### src/rtl/core/tgpid_pkg.sv
`default_nettype none

package tgpid_pkg;

    // Register indexes (byte address / 4)
    localparam logic [2:0] REG_GAIN_P       = 3'd0;
    localparam logic [2:0] REG_GAIN_I       = 3'd1;
    localparam logic [2:0] REG_GAIN_D       = 3'd2;
    localparam logic [2:0] REG_SETPOINT     = 3'd3;
    localparam logic [2:0] REG_INT_PERIOD   = 3'd4;
    localparam logic [2:0] REG_DER_PERIOD   = 3'd5;

    // Item kinds carried in tuser
    localparam logic FUNC_COMPUTE = 1'b0;
    localparam logic FUNC_CLEAR   = 1'b1;

    localparam logic [9:0]  MS_PER_S  = 10'd1000;

    // Integral sum limits, 48-bit signed
    localparam logic [47:0] SUM_MAX   = 48'h7FFF_FFFF_FFFF;
    localparam logic [47:0] SUM_MIN   = 48'h8000_0000_0000;

    // Drive limits, 32-bit signed
    localparam logic [31:0] DRIVE_MAX = 32'h7FFF_FFFF;
    localparam logic [31:0] DRIVE_MIN = 32'h8000_0000;

    typedef struct packed {
        logic [31:0] gain_p;
        logic [31:0] gain_i;
        logic [31:0] gain_d;
        logic [31:0] setpoint;
        logic [15:0] int_period;
        logic [15:0] der_period;
    } t_cfg;

    // Operands handed from the state stage to the multiply stage
    typedef struct packed {
        logic        valid;
        logic [32:0] err;
        logic [47:0] sum;
        logic [34:0] d2;
        logic        iused;
        logic        dused;
    } t_work;

    // Period in seconds to milliseconds
    function automatic logic [25:0] period_ms(input logic [15:0] period_s);
        period_ms = {10'b0, period_s} * {16'b0, MS_PER_S};
    endfunction

endpackage

`default_nettype wire

### src/rtl/core/tgpid_regs.sv
`default_nettype none

module tgpid_regs (
    input  wire               i_clk,
    input  wire               i_rst_n,
    input  wire               psel,
    input  wire               penable,
    input  wire               pwrite,
    input  wire  [4:0]        paddr,
    input  wire  [31:0]       pwdata,
    output logic [31:0]       prdata,
    output logic              pready,
    output tgpid_pkg::t_cfg   o_cfg
);

    logic [31:0] r_gain_p;
    logic [31:0] r_gain_i;
    logic [31:0] r_gain_d;
    logic [31:0] r_setpoint;
    logic [15:0] r_int_period;
    logic [15:0] r_der_period;
    logic        w_wr;
    logic [2:0]  w_idx;

    assign pready = 1'b1;
    assign w_wr   = psel & penable & pwrite;
    assign w_idx  = paddr[4:2];

    // Write on the access cycle
    always_ff @(posedge i_clk) begin
        if (!i_rst_n) begin
            r_gain_p     <= '0;
            r_gain_i     <= '0;
            r_gain_d     <= '0;
            r_setpoint   <= '0;
            r_int_period <= 16'd1;
            r_der_period <= 16'd1;
        end else if (w_wr) begin
            case (w_idx)
                tgpid_pkg::REG_GAIN_P:     r_gain_p     <= pwdata;
                tgpid_pkg::REG_GAIN_I:     r_gain_i     <= pwdata;
                tgpid_pkg::REG_GAIN_D:     r_gain_d     <= pwdata;
                tgpid_pkg::REG_SETPOINT:   r_setpoint   <= pwdata;
                tgpid_pkg::REG_INT_PERIOD: r_int_period <= pwdata[15:0];
                tgpid_pkg::REG_DER_PERIOD: r_der_period <= pwdata[15:0];
                default: ;
            endcase
        end
    end

    // Read back
    always_comb begin
        case (w_idx)
            tgpid_pkg::REG_GAIN_P:     prdata = r_gain_p;
            tgpid_pkg::REG_GAIN_I:     prdata = r_gain_i;
            tgpid_pkg::REG_GAIN_D:     prdata = r_gain_d;
            tgpid_pkg::REG_SETPOINT:   prdata = r_setpoint;
            tgpid_pkg::REG_INT_PERIOD: prdata = {16'b0, r_int_period};
            tgpid_pkg::REG_DER_PERIOD: prdata = {16'b0, r_der_period};
            default:                   prdata = '0;
        endcase
    end

    assign o_cfg = '{gain_p:     r_gain_p,
                     gain_i:     r_gain_i,
                     gain_d:     r_gain_d,
                     setpoint:   r_setpoint,
                     int_period: r_int_period,
                     der_period: r_der_period};

endmodule

`default_nettype wire

### config.mk
export PLATFORM = sky130hd
export DESIGN_NAME = tgpid_regs
export DESIGN_NICKNAME = d
export VERILOG_FILES = /design/src/rtl/core/tgpid_pkg.sv /design/src/rtl/core/tgpid_regs.sv
export SDC_FILE = /design/constraint.sdc
export NUM_CORES = 1
export LEC_CHECK = 0
export BUFFER_PORTS_ARGS = -buffer_cell sky130_fd_sc_hd__buf_2
export CORE_ASPECT_RATIO = 1.5
export CORE_MARGIN = 8
export CORE_UTILIZATION = 51
export CTS_BUF_LIST = sky130_fd_sc_hd__clkbuf_16
export DETAILED_ROUTE_END_ITERATION = 7
export PLACE_DENSITY_LB_ADDON = 0.05
export SETUP_SLACK_MARGIN = 0.3
export SKIP_CTS_REPAIR_TIMING = 1
export SLEW_MARGIN = 20
export SYNTH_ARGS = -nofsm -noshare
export SYNTH_HDL_FRONTEND = slang
export SYNTH_SLANG_ARGS = --single-unit
### constraint.sdc
create_clock -name i_clk -period 2.17 [get_ports i_clk]
set_clock_uncertainty 0.2 [all_clocks]
set_input_delay 0.434 -clock i_clk [delete_from_list [all_inputs] [get_ports i_clk]]
set_output_delay 0.434 -clock i_clk [all_outputs]
set_load 0.005 [all_outputs]
=== After elaboration in Yosys (flattened, before gate mapping) ===
Cells that the tools add are included.

* Bits in registers: 160
* Latch bits: 0
* Bits in writable memories: 0
* ROM bits: 0
* Input port bits: 42
* Output and inout bits: 193
* Memories: 0

* $add $sub $neg: 0
* $mul: 0
* Divide/modulo/power cells: 0
* Order comparisons: 0
* Eq/ne operators: 5
* Shift-type cells: 0
* Mux-type cells: 1
* Bitwise gates (word level): 2
* Reductions and logical operators: 7

{| class="wikitable"
|+ Operator list
! operator !! count
|-
| $pmux W32 S6 || 1
|-
| $reduce_and A2 Y1 || 6
|-
| $eq A3 B2 Y1 const B || 2
|-
| $eq A3 B3 Y1 const B || 2
|-
| $eq A3 B1 Y1 const B || 1
|-
| $logic_not A3 Y1 || 1
|-
| $and A1 B1 Y1 || 2
|}

=== Logic depth before layout (Yosys ltp) ===
* Depth in word-level cells: 3
* Gate-level depth with buffers: 7

=== Worst setup path after synthesis ===
No wires, ideal clock.

* Path type: input port to output port
* From: in paddr[3]
* To: out prdata[16]
* Data arrival time: 1.459 ns
* Data required time: 1.536 ns
* Path slack: 0.077 ns
* Stages on the path: 4
* Path buffers: 2
* Path through: buf_6 -> buf_2 -> mux4_2 -> and2_1

* Cells in the longest elaborated chain, start to end: 2
* Elaborated cells between the ends (all ways): 7
* Those cells by class: 5 x eq/ne; 1 x mux; 1 x reduce/logical

{| class="wikitable"
|+ Ends and longest elaborated chain
! what !! RTL line !! source
|-
| start, declared || tgpid_regs.sv:9 || <nowiki>input wire [4:0] paddr,</nowiki>
|-
| $eq A3 B3 Y1, or another cell as far along || tgpid_regs.sv:53 || <nowiki>case (w_idx)</nowiki>
|-
| $pmux W32 S6 (*) || tgpid_regs.sv:53 ||
|-
| end, declared || tgpid_regs.sv:11 || <nowiki>output logic [31:0] prdata,</nowiki>
|}

Mark *: on every way between the ends. The rest lies on a longest branch, timed or not.

=== Worst setup path after layout ===
* From: in paddr[3]
* To: out prdata[22]

The elaborated chain is that of the path after synthesis.

==> impl_results.md <==
* Total power at 6.45 mW
* H-tree depth at 4
* Filler cells at 1046
* Ratio of cells with drive above 1 in the final layout at a little under half
* Initial core utilization at between 50% and 60%
* Die Height at roughly 160 um
* CTS clock-pin slew for the worst setup and hold paths at ~70 ps
* Number of synthesized flops with an enable pin at 0
* Post-synth top flop: dfxtp_1
* F_max at between 400 and 500 MHz
* CTS Root Cell: clkbuf_16
* Grt total ovfl at 0
* TritonCTS clock tree: done
* Fin crit period at 2130 ps
* CP endpoint kind: primary output
* Mapped cell area at 7130 um^2
* Worst-Skew Late Latency at around 410 ps
* Post-route DRC at 0
* RSZ-0062 raised after global routing: true
* HPWL after DPL at roughly 16000 um
* Clock sinks at 160
* FF-to-FF path depth at 2
* # diodes at 0
* Final hold vios at 0
* Register area at approximately 3300 um^2
* Share of the synthesized area in the top cell type at roughly 45%
* Final net count at around 1000
* Antenna-violating nets left at 0
* Synth warn at 0
* Chip width at 113 um
* Synthesized net count at about 740
* Wire per inst at about 20 um
* Worst Setup SP: paddr[3]
* P&R area growth vs syn at 39.8%
* Reg-to-Reg Start: r_setpoint[26]$_SDFFE_PN0P_
* Multi-input logic area at approximately 3800 um^2
* CTS Buf Count at 17
* Setup violators final at 0
* Syn_area_per_cell at 10.2 um^2
* Worst Path Required at 1540 ps
* Hold depth at 3
* Setup crit start kind: input pin
* Vias/cell at about 5.5
* Clk buf depth at 2
* Setup CP Type: in2out
* Worst Hold Launch: pwdata[24]
* Most frequent cell after synthesis: nand2_1
* First-pass GRT wire length at roughly 35000 um
* Pre-CTS setup slack at -187 ps
* Row count at between 50 and 60
* Area post-placement at roughly 8700 um^2
* Max-cap violations at 0
* Commonest cells in the netlist: nand2_1, mux2i_1, dfxtp_1, clkbuf_1, mux2_2
* Vias in the first global route at about 6400
* First-pass iteration count of the detailed router at 4
* #FFs+latches synth at 160
* Die area at 18100 um^2
* Peak VDD IR at 511 uV
* Fraction of registers with async set/reset at 0%
* Worst Hold Class: in2reg
* Status: finished clean
* Distinct cells, synth at 34
* Initial antenna violation count at 1
* Slew Viols, Final at 0
* Largest net degree at the start of global routing at about 50
* GPL Wtd Cong at ~0.89
* Finished Cell Area at 9960 um^2
* Register area share after synthesis at 44.9%
* Top Ports at between 200 and 250
* Total Wirelength at between 20000 and 25000 um
* PortBufs at between 200 and 250
* Core Region at 13900 um^2
* Synth Instances at 697
* Fin worst setup slack at 35.9 ps
* P per Cell Area at around 650 nW/um^2
* DR vias at between 6000 and 7000
* Leak pwr at approximately 4.4 nW
* CP max FO at 7
* Crit path DAT at 1500 ps
* 1st-iter DRT viols at 300
* Total track usage at a little under a quarter
* Final Cycle Share at roughly 98%
* Top post-synthesis cells by area: dfxtp_1, mux2i_1, nand2_1, mux4_2, mux2_2
* Setup TNS at 0 ps
* Post-synth top area cell: dfxtp_1
-- sequential cells by signal (all words and copies together), names as in the netlist --
name          cells
r_gain_d         32
r_gain_i         32
r_der_period     16
r_setpoint       32
r_gain_p         32
r_int_period     16
-- final cells by class --
class / instances / area share [%]
multi-input combinational: 480 / 38.0
sequential: 160 / 32.8
timing repair buffer: 302 / 21.2
clock buffer: 17 / 4.27
tap: 165 / 2.07
clock inverter: 15 / 1.58
inverter: 2 / 0.0879
-- critical path, stage by stage --
cell	delay, ps
buf_12	130
clkbuf_16	170
mux4_2	500
and2_4	150
buf_6	110
-- placed cells by master (no fill, tap or decap), drive strengths merged, types with 5 or more instances in the layout --
| cell | n |
|---|---|
| clkbuf | 23 |
| o21ai | 10 |
| dfxtp | 160 |
| inv | 5 |
| clkinv | 8 |
| buf | 296 |
| mux2i | 170 |
| a22oi | 16 |
| nand2 | 190 |
| mux4 | 16 |
| mux2 | 24 |
| and2 | 17 |
-- layer usage --
metal	GRT usage [%]	vias to the layer above	part of all wire, %
li1	-	2944	-
met1	26.7	3108	40
met2	41.4	227	51
met3	6.43	50	5.9
met4	11.1	2	3.5
met5	0	-	0.056
-- power breakdown --
group / switching (mW) / internal, mW
combinational: 0.282 / 0.232
clock: 1.26 / 1.71
sequential: 0.0177 / 2.96
-- per-stage QoR --
stage,hold slack (ps),util [%],instances
floorplan,261,-,697
global placement,253,62.7,1080
detailed placement,261,62.7,1080
CTS,133,66.9,1112
global route,152,71.9,1141
finish,135,71.9,1141
-- worst paths after layout --
kind | to | slack (ps)
hold / removal | r_setpoint[24]$_SDFFE_PN0P_ | 140
hold reg to reg | r_setpoint[17]$_SDFFE_PN0P_ | 260
setup / recovery | prdata[22] | 40
setup reg to reg | r_setpoint[26]$_SDFFE_PN0P_ | 1250
-- kinds of logic after synthesis --
group | count (synthesis) | synth area share (%)
and+or+nand+nor | 225 | 13.4
muxes | 210 | 32.7
DFF | 160 | 44.9
buffers and inverters | 57 | 4.53
AOI/OAI and AO/OA | 44 | 4.37
other | 1 | 0.0526
Note: power is estimated with default switching activity, not from simulation.
