**src/rtl/core/tgpid_pkg.sv**
```systemverilog
`default_nettype none

package tgpid_pkg;

    // Register indexes (byte address / 4)
    localparam logic [2:0] REG_GAIN_P       = 3'd0;
    localparam logic [2:0] REG_GAIN_I       = 3'd1;
    localparam logic [2:0] REG_GAIN_D       = 3'd2;
    localparam logic [2:0] REG_SETPOINT     = 3'd3;
    localparam logic [2:0] REG_INT_PERIOD   = 3'd4;
    localparam logic [2:0] REG_DER_PERIOD   = 3'd5;

    // Item kinds carried in tuser
    localparam logic FUNC_COMPUTE = 1'b0;
    localparam logic FUNC_CLEAR   = 1'b1;

    localparam logic [9:0]  MS_PER_S  = 10'd1000;

    // Integral sum limits, 48-bit signed
    localparam logic [47:0] SUM_MAX   = 48'h7FFF_FFFF_FFFF;
    localparam logic [47:0] SUM_MIN   = 48'h8000_0000_0000;

    // Drive limits, 32-bit signed
    localparam logic [31:0] DRIVE_MAX = 32'h7FFF_FFFF;
    localparam logic [31:0] DRIVE_MIN = 32'h8000_0000;

    typedef struct packed {
        logic [31:0] gain_p;
        logic [31:0] gain_i;
        logic [31:0] gain_d;
        logic [31:0] setpoint;
        logic [15:0] int_period;
        logic [15:0] der_period;
    } t_cfg;

    // Operands handed from the state stage to the multiply stage
    typedef struct packed {
        logic        valid;
        logic [32:0] err;
        logic [47:0] sum;
        logic [34:0] d2;
        logic        iused;
        logic        dused;
    } t_work;

    // Period in seconds to milliseconds
    function automatic logic [25:0] period_ms(input logic [15:0] period_s);
        period_ms = {10'b0, period_s} * {16'b0, MS_PER_S};
    endfunction

endpackage

`default_nettype wire

```
**src/rtl/core/tgpid_state.sv**
```systemverilog
`default_nettype none

module tgpid_state (
    input  wire               i_clk,
    input  wire               i_rst_n,
    input  wire tgpid_pkg::t_cfg i_cfg,
    input  wire               i_tvalid,
    output logic              o_tready,
    input  wire  [63:0]       i_tdata,   // [31:0] measured, [63:32] now_ms
    input  wire  [0:0]        i_tuser,   // [0] func
    input  wire               i_ready,
    output tgpid_pkg::t_work  o_work
);

    // Input register
    logic        r_a_valid;
    logic        r_a_func;
    logic [31:0] r_a_meas;
    logic [31:0] r_a_now;

    // Operand register
    logic        r_b_valid;
    logic [32:0] r_b_err;
    logic [47:0] r_b_sum;
    logic [34:0] r_b_d2;
    logic        r_b_iused;
    logic        r_b_dused;

    // Controller state
    logic [47:0] r_isum;
    logic [31:0] r_itime;
    logic [31:0] r_dtime;
    logic [31:0] r_prev;
    logic [31:0] r_pprev;
    logic [1:0]  r_hist;

    logic        w_ready_a;
    logic        w_ready_b;
    logic        w_fire_ab;
    logic        w_compute;
    logic [32:0] w_err;
    logic [48:0] w_sum_raw;
    logic [47:0] w_sum_sat;
    logic [31:0] w_i_elapsed;
    logic [31:0] w_d_elapsed;
    logic        w_i_gate;
    logic        w_d_gate;
    logic        w_hist_full;
    logic [34:0] w_d2;

    // Handshake: each stage takes an item when empty or draining
    assign w_ready_b = !r_b_valid || i_ready;
    assign w_ready_a = !r_a_valid || w_ready_b;
    assign w_fire_ab = r_a_valid && w_ready_b;
    assign o_tready  = w_ready_a;
    assign w_compute = (r_a_func == tgpid_pkg::FUNC_COMPUTE);

    always_ff @(posedge i_clk) begin
        if (!i_rst_n) begin
            r_a_valid <= 1'b0;
        end else if (w_ready_a) begin
            r_a_valid <= i_tvalid;
        end
    end

    always_ff @(posedge i_clk) begin
        if (i_tvalid && w_ready_a) begin
            r_a_func <= i_tuser[0];
            r_a_meas <= i_tdata[31:0];
            r_a_now  <= i_tdata[63:32];
        end
    end

    // Error, exact in 33 bits
    assign w_err = {i_cfg.setpoint[31], i_cfg.setpoint} - {r_a_meas[31], r_a_meas};

    // Saturating integral sum
    assign w_sum_raw = {r_isum[47], r_isum} + {{16{w_err[32]}}, w_err};
    always_comb begin
        if (w_sum_raw[48] != w_sum_raw[47]) begin
            w_sum_sat = w_sum_raw[48] ? tgpid_pkg::SUM_MIN : tgpid_pkg::SUM_MAX;
        end else begin
            w_sum_sat = w_sum_raw[47:0];
        end
    end

    // Time gates on wrapping elapsed time
    assign w_i_elapsed = r_a_now - r_itime;
    assign w_d_elapsed = r_a_now - r_dtime;
    assign w_i_gate    = w_i_elapsed >= {6'b0, tgpid_pkg::period_ms(i_cfg.int_period)};
    assign w_d_gate    = w_d_elapsed >= {6'b0, tgpid_pkg::period_ms(i_cfg.der_period)};
    assign w_hist_full = r_hist[1];

    // Second difference, exact in 35 bits
    assign w_d2 = {{3{r_a_meas[31]}}, r_a_meas}
                - {{2{r_prev[31]}}, r_prev, 1'b0}
                + {{3{r_pprev[31]}}, r_pprev};

    // Advance controller state as each item leaves the input register
    always_ff @(posedge i_clk) begin
        if (!i_rst_n) begin
            r_isum  <= '0;
            r_itime <= '0;
            r_dtime <= '0;
            r_prev  <= '0;
            r_pprev <= '0;
            r_hist  <= '0;
        end else if (w_fire_ab) begin
            if (!w_compute) begin
                r_isum  <= '0;
                r_itime <= r_a_now;
                r_dtime <= r_a_now;
                r_prev  <= '0;
                r_pprev <= '0;
                r_hist  <= '0;
            end else begin
                if (w_i_gate) begin
                    r_isum  <= w_sum_sat;
                    r_itime <= r_a_now;
                end
                if (w_d_gate) begin
                    r_dtime <= r_a_now;
                    case (r_hist)
                        2'd0: begin
                            r_pprev <= r_a_meas;
                            r_hist  <= 2'd1;
                        end
                        2'd1: begin
                            r_prev <= r_a_meas;
                            r_hist <= 2'd2;
                        end
                        default: begin
                            r_pprev <= r_prev;
                            r_prev  <= r_a_meas;
                        end
                    endcase
                end
            end
        end
    end

    // Operand register; clear items drop out here
    always_ff @(posedge i_clk) begin
        if (!i_rst_n) begin
            r_b_valid <= 1'b0;
        end else if (w_ready_b) begin
            r_b_valid <= r_a_valid && w_compute;
        end
    end

    always_ff @(posedge i_clk) begin
        if (w_fire_ab) begin
            r_b_err   <= w_err;
            r_b_sum   <= w_sum_sat;
            r_b_d2    <= w_d2;
            r_b_iused <= w_i_gate;
            r_b_dused <= w_d_gate && w_hist_full;
        end
    end

    assign o_work = '{valid: r_b_valid,
                      err:   r_b_err,
                      sum:   r_b_sum,
                      d2:    r_b_d2,
                      iused: r_b_iused,
                      dused: r_b_dused};

endmodule

`default_nettype wire

```
**config.mk**
```make
export PLATFORM = sky130hd
export DESIGN_NAME = tgpid_state
export DESIGN_NICKNAME = d
export VERILOG_FILES = /design/src/rtl/core/tgpid_pkg.sv /design/src/rtl/core/tgpid_state.sv
export SDC_FILE = /design/constraint.sdc
export NUM_CORES = 1
export LEC_CHECK = 0
export BUFFER_PORTS_ARGS = -buffer_cell sky130_fd_sc_hd__buf_2
export CORE_ASPECT_RATIO = 0.9
export CORE_MARGIN = 3
export CORE_UTILIZATION = 51
export CTS_CLUSTER_SIZE = 30
export DETAILED_ROUTE_END_ITERATION = 7
export PLACE_DENSITY = 0.71
export SLEW_MARGIN = 20
export SYNTH_ARGS = -nofsm -noshare
export SYNTH_HDL_FRONTEND = slang
export SYNTH_SLANG_ARGS = --single-unit
```
**constraint.sdc**
```tcl
create_clock -name i_clk -period 13.7 [get_ports i_clk]
set_input_delay 0 -clock i_clk [delete_from_list [all_inputs] [get_ports i_clk]]
set_output_delay 0 -clock i_clk [all_outputs]
set_load 0.02 [all_outputs]
```
* Word level (Yosys, flattened, before mapping) *
Index checks and enable logic that the tools add are counted.

operators by class
  add/subtract/negate cells = 6
  $lt $le $gt $ge = 2
  equal/unequal tests = 4
  bitwise gates (word level) = 1
  multipliers = 2
  muxes and demuxes = 17
  reduce and logical (&&, ||, !) cells = 17

operators with widths
  cell                                                                   number
  32-bit 2-to-1 mux                                                      9
  48-bit 2-to-1 mux                                                      4
  32-bit by 26-bit >= comparator with 1-bit output                       2
  32-bit case mux with 2 select lines                                    1
  32-bit subtractor                                                      2
  48-bit by 33-bit adder with 49-bit output                              1
  16-bit by 7-bit multiplier with 23-bit output, second input constant   2
  34-bit by 32-bit adder with 35-bit output                              1
  32-bit by 33-bit subtractor with 34-bit output                         1
  32-bit by 32-bit subtractor with 33-bit output                         1
  3-bit AND reduction                                                    3
  1-bit logical AND                                                      4
  2-bit 2-to-1 mux                                                       2
  2-bit != test, second input constant                                   2
  2-bit case mux with 2 select lines                                     1
  2-bit AND reduction                                                    2
  2-bit nonzero test                                                     2
  3-bit nonzero test                                                     1
  2-bit by 1-bit equality test with 1-bit output, second input constant  1
  1-bit zero test                                                        2
  2-bit zero test                                                        1
  1-bit logical OR                                                       2
  1-bit != test                                                          1
  1-bit NOT                                                              1

storage, ports and cells
  input port bits = 229
  output and inout bits = 120
  flip-flop bits (word level) = 363
  word-level logic and storage cells = 65

* Depth between registers and ports, before layout *
Gate-level depths: netlist of run 1.

  depth after elaboration = 6
  depth in mapped cells = 32
  mapped depth without buffers = 29

* Worst setup path before layout of run 1 *
OpenSTA, ideal clock, no wires.

  kind = input to register
  from = input port i_cfg[16] (netlist name)
  to = register r_isum[39]
  arrival time = 6.868 ns
  setup time = 0.059 ns
  slack = 6.773 ns
  path buffers = 3
  required time = 13.641 ns
  stages = 30
  cells stage by stage = fa_1 > inv_1 > fa_1 > fa_1 > fa_1 > inv_1 > ha_1 > inv_1 > o21ai_0 > a21oi_1 > o21ai_0 > a211oi_1 > o31ai_1 > or4_1 > a31o_2 > a21oi_1 > xnor2_1 > ha_1 > a21oi_1 > o311ai_0 > or4_1 > nor3_1 > o211a_1 > o221ai_1 > o41ai_2 > buf_2 > and2_1 > buf_2 > buf_4 > a22o_1

between the ends
  word-level cells in the longest chain between the ends = 4

RTL lines
  element                                           line                text
  start, declared                                   tgpid_state.sv:6    input wire tgpid_pkg::t_cfg i_cfg,
  16-bit by 7-bit multiplier with 23-bit output     tgpid_pkg.sv:48     period_ms = {10'b0, period_s} * {16'b0, MS_PER_S};
  32-bit by 26-bit >= comparator with 1-bit output  tgpid_state.sv:90   assign w_i_gate = w_i_elapsed >= {6'b0, tgpid_pkg::period_ms(i_cfg.int_period)};
  2-bit nonzero test (no line)                      --
  2-bit AND reduction (no line)                     --
  end signal, assigned                              tgpid_state.sv:118  r_isum <= w_sum_sat;
  end, declared                                     tgpid_state.sv:30   logic [47:0] r_isum;

Every way passes these cells.
A chain may end at the register's enable or synchronous reset.

* Worst setup path after layout of run 1 *
  from = register r_a_meas[0]
  to = register r_isum[16]

between the ends
  word-level cells in the longest chain between the ends = 6
  elaborated cells between the ends (all ways) = 7
  those cells by class = add/sub: 2; eq/ne: 1; mux: 4

RTL lines
  element                                             line                                  text
  start, declared                                     tgpid_state.sv:18                     logic [31:0] r_a_meas;
  start signal, assigned                              tgpid_state.sv:69                     r_a_meas <= i_tdata[31:0];
  32-bit by 32-bit subtractor with 33-bit output (*)  tgpid_state.sv:75                     assign w_err = {i_cfg.setpoint[31], i_cfg.setpoint} - {r_a_meas[31], r_a_meas};
  net w_err[32]                                       tgpid_state.sv:41                     logic [32:0] w_err;
  48-bit by 33-bit adder with 49-bit output (*)       tgpid_state.sv:78                     assign w_sum_raw = {r_isum[47], r_isum} + {{16{w_err[32]}}, w_err};
  48-bit 2-to-1 mux or 1-bit != test (tied branches)  tgpid_state.sv:81, tgpid_state.sv:80
  48-bit 2-to-1 mux (*)                               tgpid_state.sv:80                     if (w_sum_raw[48] != w_sum_raw[47]) begin
  net w_sum_sat[16]                                   tgpid_state.sv:43                     logic [47:0] w_sum_sat;
  48-bit 2-to-1 mux (*)                               tgpid_state.sv:117                    if (w_i_gate) begin
  48-bit 2-to-1 mux (*)                               tgpid_state.sv:109                    if (!w_compute) begin

Mark *: on every way through the listed nets, which the timed path passes. The rest lies on a longest branch. The select of a mux whose other input is x is not followed.

==> results of run 1 <==
registers in the layout (all words and copies together), names as in the netlist, 2 cells and up:
register  count
r_b_err      33
r_b_sum      48
r_prev       32
r_itime      32
r_dtime      32
r_isum       48
r_a_meas     32
r_a_now      32
r_pprev      32
r_b_d2       35
r_hist        2
cell type report:
class	count	area, µm²
fill	4733	23000
sequential	363	9100
clock inverter	25	283
antenna	2	5.00
clock buffer	49	1090
inverter	419	1580
multi-input combinational	2224	18300
timing repair buffer	337	2080
tap	756	946
how the worst min path moves through the flow:
stage                            from    endpoint  slack [ns]  cells after the start
after global placement    i_tdata[35]  r_a_now[3]        0.18                      1
after detailed placement  i_tdata[36]  r_a_now[4]        0.18                      1
after floorplan               i_tuser    r_a_func         0.1                      0
after CTS                   i_cfg[35]  r_b_err[3]        0.03                      3
final                       i_cfg[35]  r_b_err[3]        0.07                      3
after global routing        i_cfg[35]  r_b_err[3]        0.05                      3
power breakdown:
group / switching (mW) / internal (mW)
Combinational: 1.40 / 1.05
Sequential: 0.0445 / 1.26
Clock: 0.466 / 0.664
Total: 1.91 / 2.97
metrics by stage:
stage                     cell area (µm²)  total power, mW  util (%)  hold WS, ns  setup WS [ns]
after floorplan                     29400             3.18         -       0.0989           6.77
after global placement              31300             3.66      55.5        0.176           5.83
after detailed placement            31300             3.74      55.5        0.178           5.76
after CTS                           33400             4.90      59.2       0.0279           5.70
after global routing                33400             5.30      59.2       0.0533           5.02
final                               33400             4.88      59.2       0.0672           5.58
logic make-up (layout without fill, tap and decap cells):
| kind of cell | count (synthesis) | in the layout | synth area share [%] |
|---|---|---|---|
| XOR/XNOR | 179 | 179 | 5.33 |
| multiplexers | 37 | 37 | 1.26 |
| flip-flops | 363 | 363 | 30.9 |
| AND/OR/NAND/NOR | 678 | 678 | 11.9 |
| adder cells (fa/ha/maj) | 473 | 473 | 23.8 |
| buffers and inverters | 528 | 830 | 7.05 |
| AO/OA/AOI/OAI | 857 | 857 | 19.8 |
| other | 0 | 2 | 0 |
synth_stat cells, types with 8 or more instances:
library cell | count | area [µm²]
edfxtp_1 | 183 | 5500
clkbuf_1 | 65 | 244
a31oi_1 | 50 | 313
fa_1 | 144 | 2880
o31a_1 | 8 | 70.1
nor2b_1 | 32 | 200
dfxtp_1 | 180 | 3600
ha_1 | 326 | 4080
buf_1 | 8 | 30.0
o2bb2ai_2 | 30 | 450
nor2_1 | 132 | 495
or2_2 | 9 | 56.3
o211ai_1 | 14 | 105
o31ai_1 | 8 | 60.1
o21ai_1 | 11 | 55.1
xor2_1 | 61 | 534
and2_1 | 16 | 100
a211oi_1 | 11 | 82.6
nand2b_1 | 33 | 206
a22o_1 | 40 | 350
or3_1 | 16 | 100
buf_2 | 24 | 120
a31o_2 | 8 | 70.1
a21o_1 | 121 | 908
xnor2_1 | 118 | 1030
a21oi_1 | 231 | 1160
nand4_1 | 19 | 119
o21bai_1 | 22 | 165
o21ai_0 | 172 | 861
mux2i_1 | 36 | 360
and3_1 | 58 | 363
o32ai_1 | 10 | 87.6
nand4b_1 | 33 | 289
inv_1 | 418 | 1570
nand2_1 | 133 | 499
nand3_1 | 135 | 676
nor3_1 | 31 | 155
o21a_1 | 27 | 203
critical path, delay by kind of cell (launching register included):
kind,cells,cell delay (ns)
buffers and inverters,2,0.44
AND/OR/NAND/NOR,5,1.26
AO/OA/AOI/OAI,17,4.88
adder cells (fa/ha/maj),3,0.99
flip-flops,1,0.46
what timing repair did:
action,CTS,global route
endpoints found under the hold margin,86,0
hold buffers,71,0
gates resized for setup,0,0
buffers inserted,0,0
per-layer routing:
metal,GRT usage [%],vias up
met1,31.2,11627
met4,7.69,0
li1,-,11624
met3,2.60,127
met5,0,-
met2,43.8,642
==> reports/results.ini, run 1 <==
[run_status]
status = completed

[timing]
rsz0062_at_grt = false
finalHoldViolCount = 0
tightest_slew_ns = 1.02
slew_violations = 0
fmaxAchievable_mhz = 123
min_period_ns = 8.12
fin_setup_tns_ns = 0
period_share_pct = 59.3
setup_violations = 0
skew_ns = 0.0411
slew_headroom_pct = 32.0

[worst_setup_path]
startpoint_type = flip-flop
end_kind = flip-flop
cp_common_cell = a21oi_1
crit_start = r_a_meas[0]
cp_slowest_cell = o41ai_1
critPathRequiredTime_ns = 14.23
crit_path_end = r_isum[16]
critPathMaxFanout = 20
reg2reg_slack_ns = 5.58
timing.rr.start = r_a_meas[0]
worstPathArrival_ns = 8.65
r2r_cells = 27
critPathKind = reg -> reg
r2r_end = r_isum[16]
slowest_delay_ns = 0.64

[logic_synthesis]
synthFlopType = edfxtp_1
synth_cell_types = 93
synth-edff-count = 183
synthCells = 3115
yosysWarnings = 0
synth_seq_area_share_pct = 30.9
synth_seq_cells = 363
synth_nets = 3814
synth_area_mm2 = 0.0294
synth_area_per_cell_um2 = 9.45
async_flop_share_pct = 0

[route]
drt_first_iter_violations = 1569
wire_per_inst_um = 18.1
drt-met1-wl_mm = 32.1
met2_length_mm = 37.6
maxUsedRoutingLayer = met4
routed_wl_mm = 75.4
first_pass_iters = 6
drc = 0
ant_nets = 0
route.met3.wl_mm = 3.57
viasPerCell = 5.75
vias = 24020

[worst_hold_path]
min_path_type = in -> reg

[clock_network]
clk_latency_ns = 0.58
tritoncts = done
cts_inserted_buffers = 40
clk_path_buf_depth = 3
clock_sinks = 363
htreeDepth = 2
clk_pin_slew_ns = 0.07
cts-root-buf = clkbuf_16

[place]
place_hpwl_mm = 57.1
place_congestion = 0.928
portBuffers = 252
dp_cells = 4028

[global_route]
grt_first_pass_wirelength_mm = 121
track_usage_pct = 24.5
overflow = 0
grt_max_degree = 103
grt_antenna_before_repair = 4
grt_pass1_vias = 23875

[layout]
final_common_cell = inv_1
area_growth_syn_to_layout_pct = 13.4
nets = 4084
drive_above_1_share_pct = 11.6
layoutNonFillerInstCount = 4175
final_cell_mix = inv_1, ha_1, buf_2

[floorplanning]
num_rows = 82
core-area_mm2 = 0.0564
die_w_um = 259
die_area_mm2 = 0.0606
initial_utilization_pct = 52.2
ios = 349
die_h_um = 234

[power]
powerDensity_mw_per_mm2 = 146
p_leak_nw = 15.0
peakVddDrop_mv = 0.0955

[job]
cap_violations = 0

Power figures use the tool's default switching activity.
==> run 2, diff against run 1 <==
==> constraint.sdc (replaced) <==
create_clock -name i_clk -period 7.6 [get_ports i_clk]
set_input_delay 0 -clock i_clk [delete_from_list [all_inputs] [get_ports i_clk]]
set_output_delay 0 -clock i_clk [all_outputs]
set_load 0.02 [all_outputs]
==> reports/results.ini, run 2 (synthesis results as in run 1) <==
[run_status]
status = completed

[route]
drc = 0
wire_per_inst_um = 18.2
first_pass_iters = 6
viasPerCell = 5.76
vias = 24199
routed_wl_mm = 76.3
ant_nets = 0
drt_first_iter_violations = 1429

[place]
place_congestion = 0.942
portBuffers = 252
place_hpwl_mm = 57.8

[clock_network]
cts_inserted_buffers = 41
cts-root-buf = clkbuf_16
tritoncts = done
clk_pin_slew_ns = 0.06
htreeDepth = 2
clock_sinks = 363
clk_path_buf_depth = 3
clk_latency_ns = 0.58

[worst_setup_path]
critPathKind = reg -> reg
worstPathArrival_ns = 7.50
timing.rr.start = r_a_meas[5]
slowest_delay_ns = 0.65
critPathMaxFanout = 9
reg2reg_slack_ns = 0.41
startpoint_type = flip-flop
path_cells = inv_1 -> ha_1 -> nor2_1 -> or4b_2 -> o21ai_0 -> a41oi_1 -> a31oi_1 -> a211oi_1 -> nor2_1 -> xor2_1 -> ha_1 -> a21o_1 -> a2111oi_0 -> a21oi_1 -> or3_1 -> a2111oi_1 -> o31a_1 -> or3_1 -> a32oi_2 -> and2_1 -> buf_4 -> nor2_1 -> nor2_1
crit_start = r_a_meas[5]
cp_slowest_cell = or4b_2
critPathRequiredTime_ns = 7.91
cp_common_cell = nor2_1
end_kind = flip-flop

[global_route]
track_usage_pct = 24.8
grt_first_pass_wirelength_mm = 122
grt_pass1_vias = 24103
grt_antenna_before_repair = 6
grt_max_degree = 103
overflow = 0

[timing]
skew_ns = 0.0313
fmaxAchievable_mhz = 139
slew_violations = 0
tightest_slew_ns = 1.06
fin_setup_tns_ns = 0
rsz0062_at_grt = false
slew_headroom_pct = 29.0
setup_violations = 0
finalHoldViolCount = 0
period_share_pct = 94.6
min_period_ns = 7.19

[floorplanning]
die_h_um = 234
core-area_mm2 = 0.0564
initial_utilization_pct = 52.2
num_rows = 82
ios = 349
die_w_um = 259
die_area_mm2 = 0.0606

[layout]
area_growth_syn_to_layout_pct = 14.8
utilization_pct = 59.9
final_common_cell = inv_1
final_cell_mix = inv_1, ha_1, buf_2
reg_top3 = r_b_sum (48), r_isum (48), r_b_d2 (35)
drive_above_1_share_pct = 12.4
nets = 4107

[job]
cap_violations = 0

[worst_hold_path]
min_path_type = in -> reg
min_from = i_cfg[52]

[power]
peakVddDrop_mv = 0.171
powerDensity_mw_per_mm2 = 267
p_leak_nw = 15.2

run 2: cell types whose count changed in the layout (fill, tap and decap cells not counted), moves of 2 or more:
cell,change
inv_16,-2
clkinvlp_4,-2
buf_12,+6
diode_2,+3
clkinv_4,+3
buf_4,+16
inv_6,+2
clkbuf_1,-3
bufinv_16,+4
run 2: critical path, delay by kind of cell, from the launching register on:
kind / cells / cell delay (ns)
compound gates: 10 / 2.98
xor+xnor: 1 / 0.31
fa+ha+maj: 2 / 0.67
buf+inv: 2 / 0.35
flops: 1 / 0.44
simple gates: 8 / 2.14
run 2: area by class of cell:
type	count	area, µm²
Antenna cell	5	12.5
Timing Repair Buffer	359	2320
Clock buffer	47	1100
Sequential cell	363	9100
Inverter	419	1580
Tap cell	756	946
Fill cell	4722	22600
Clock inverter	29	413
Multi-Input combinational cell	2224	18300
run 2: repair_timing:
item / in CTS / in global routing
gates resized for setup: 0 / 2
endpoints found under the setup margin: 0 / 75
setup buffers: 0 / 5
endpoints found under the hold margin: 70 / 0
hold buffers: 71 / 0
run 2: power breakdown:
group	internal (mW)	total, mW	switching [mW]
Sequential	2.27	2.35	0.0805
Combinational	1.93	4.45	2.52
Clock	1.36	2.22	0.867
Total	5.55	9.02	3.47
run 2: final timing paths:
| path | cells after the start | endpoint |
|---|---|---|
| max | 23 | r_b_sum[40] |
| min | 3 | r_b_err[20] |
| min reg2reg | 2 | r_isum[0] |
| max reg2reg | 23 | r_b_sum[40] |
run 2: stage by stage:
step | hold WS (ns) | power, mW | instance area (µm²) | instances | worst slack (ns)
final | 0.0218 | 9.02 | 33800 | 4202 | 0.412
after global routing | 0.0281 | 9.78 | 33800 | 4197 | 0.0260
after CTS | 0.0115 | 9.05 | 33700 | 4192 | 0.242
after detailed placement | 0.178 | 6.77 | 31500 | 4045 | 0.156
after global placement | 0.177 | 6.63 | 31500 | 4045 | 0.238
after floorplan | 0.0989 | 5.74 | 29400 | 3115 | 0.673
run 2: routing by layer:
| layer | share of wire, % | up-vias | GRT usage (%) |
|---|---|---|---|
| met3 | 5.7 | 147 | 2.73 |
| li1 | - | 11679 | - |
| met5 | 0 | - | 0 |
| met1 | 42 | 11674 | 31.5 |
| met4 | 3.2 | 0 | 8.48 |
| met2 | 49 | 699 | 43.9 |
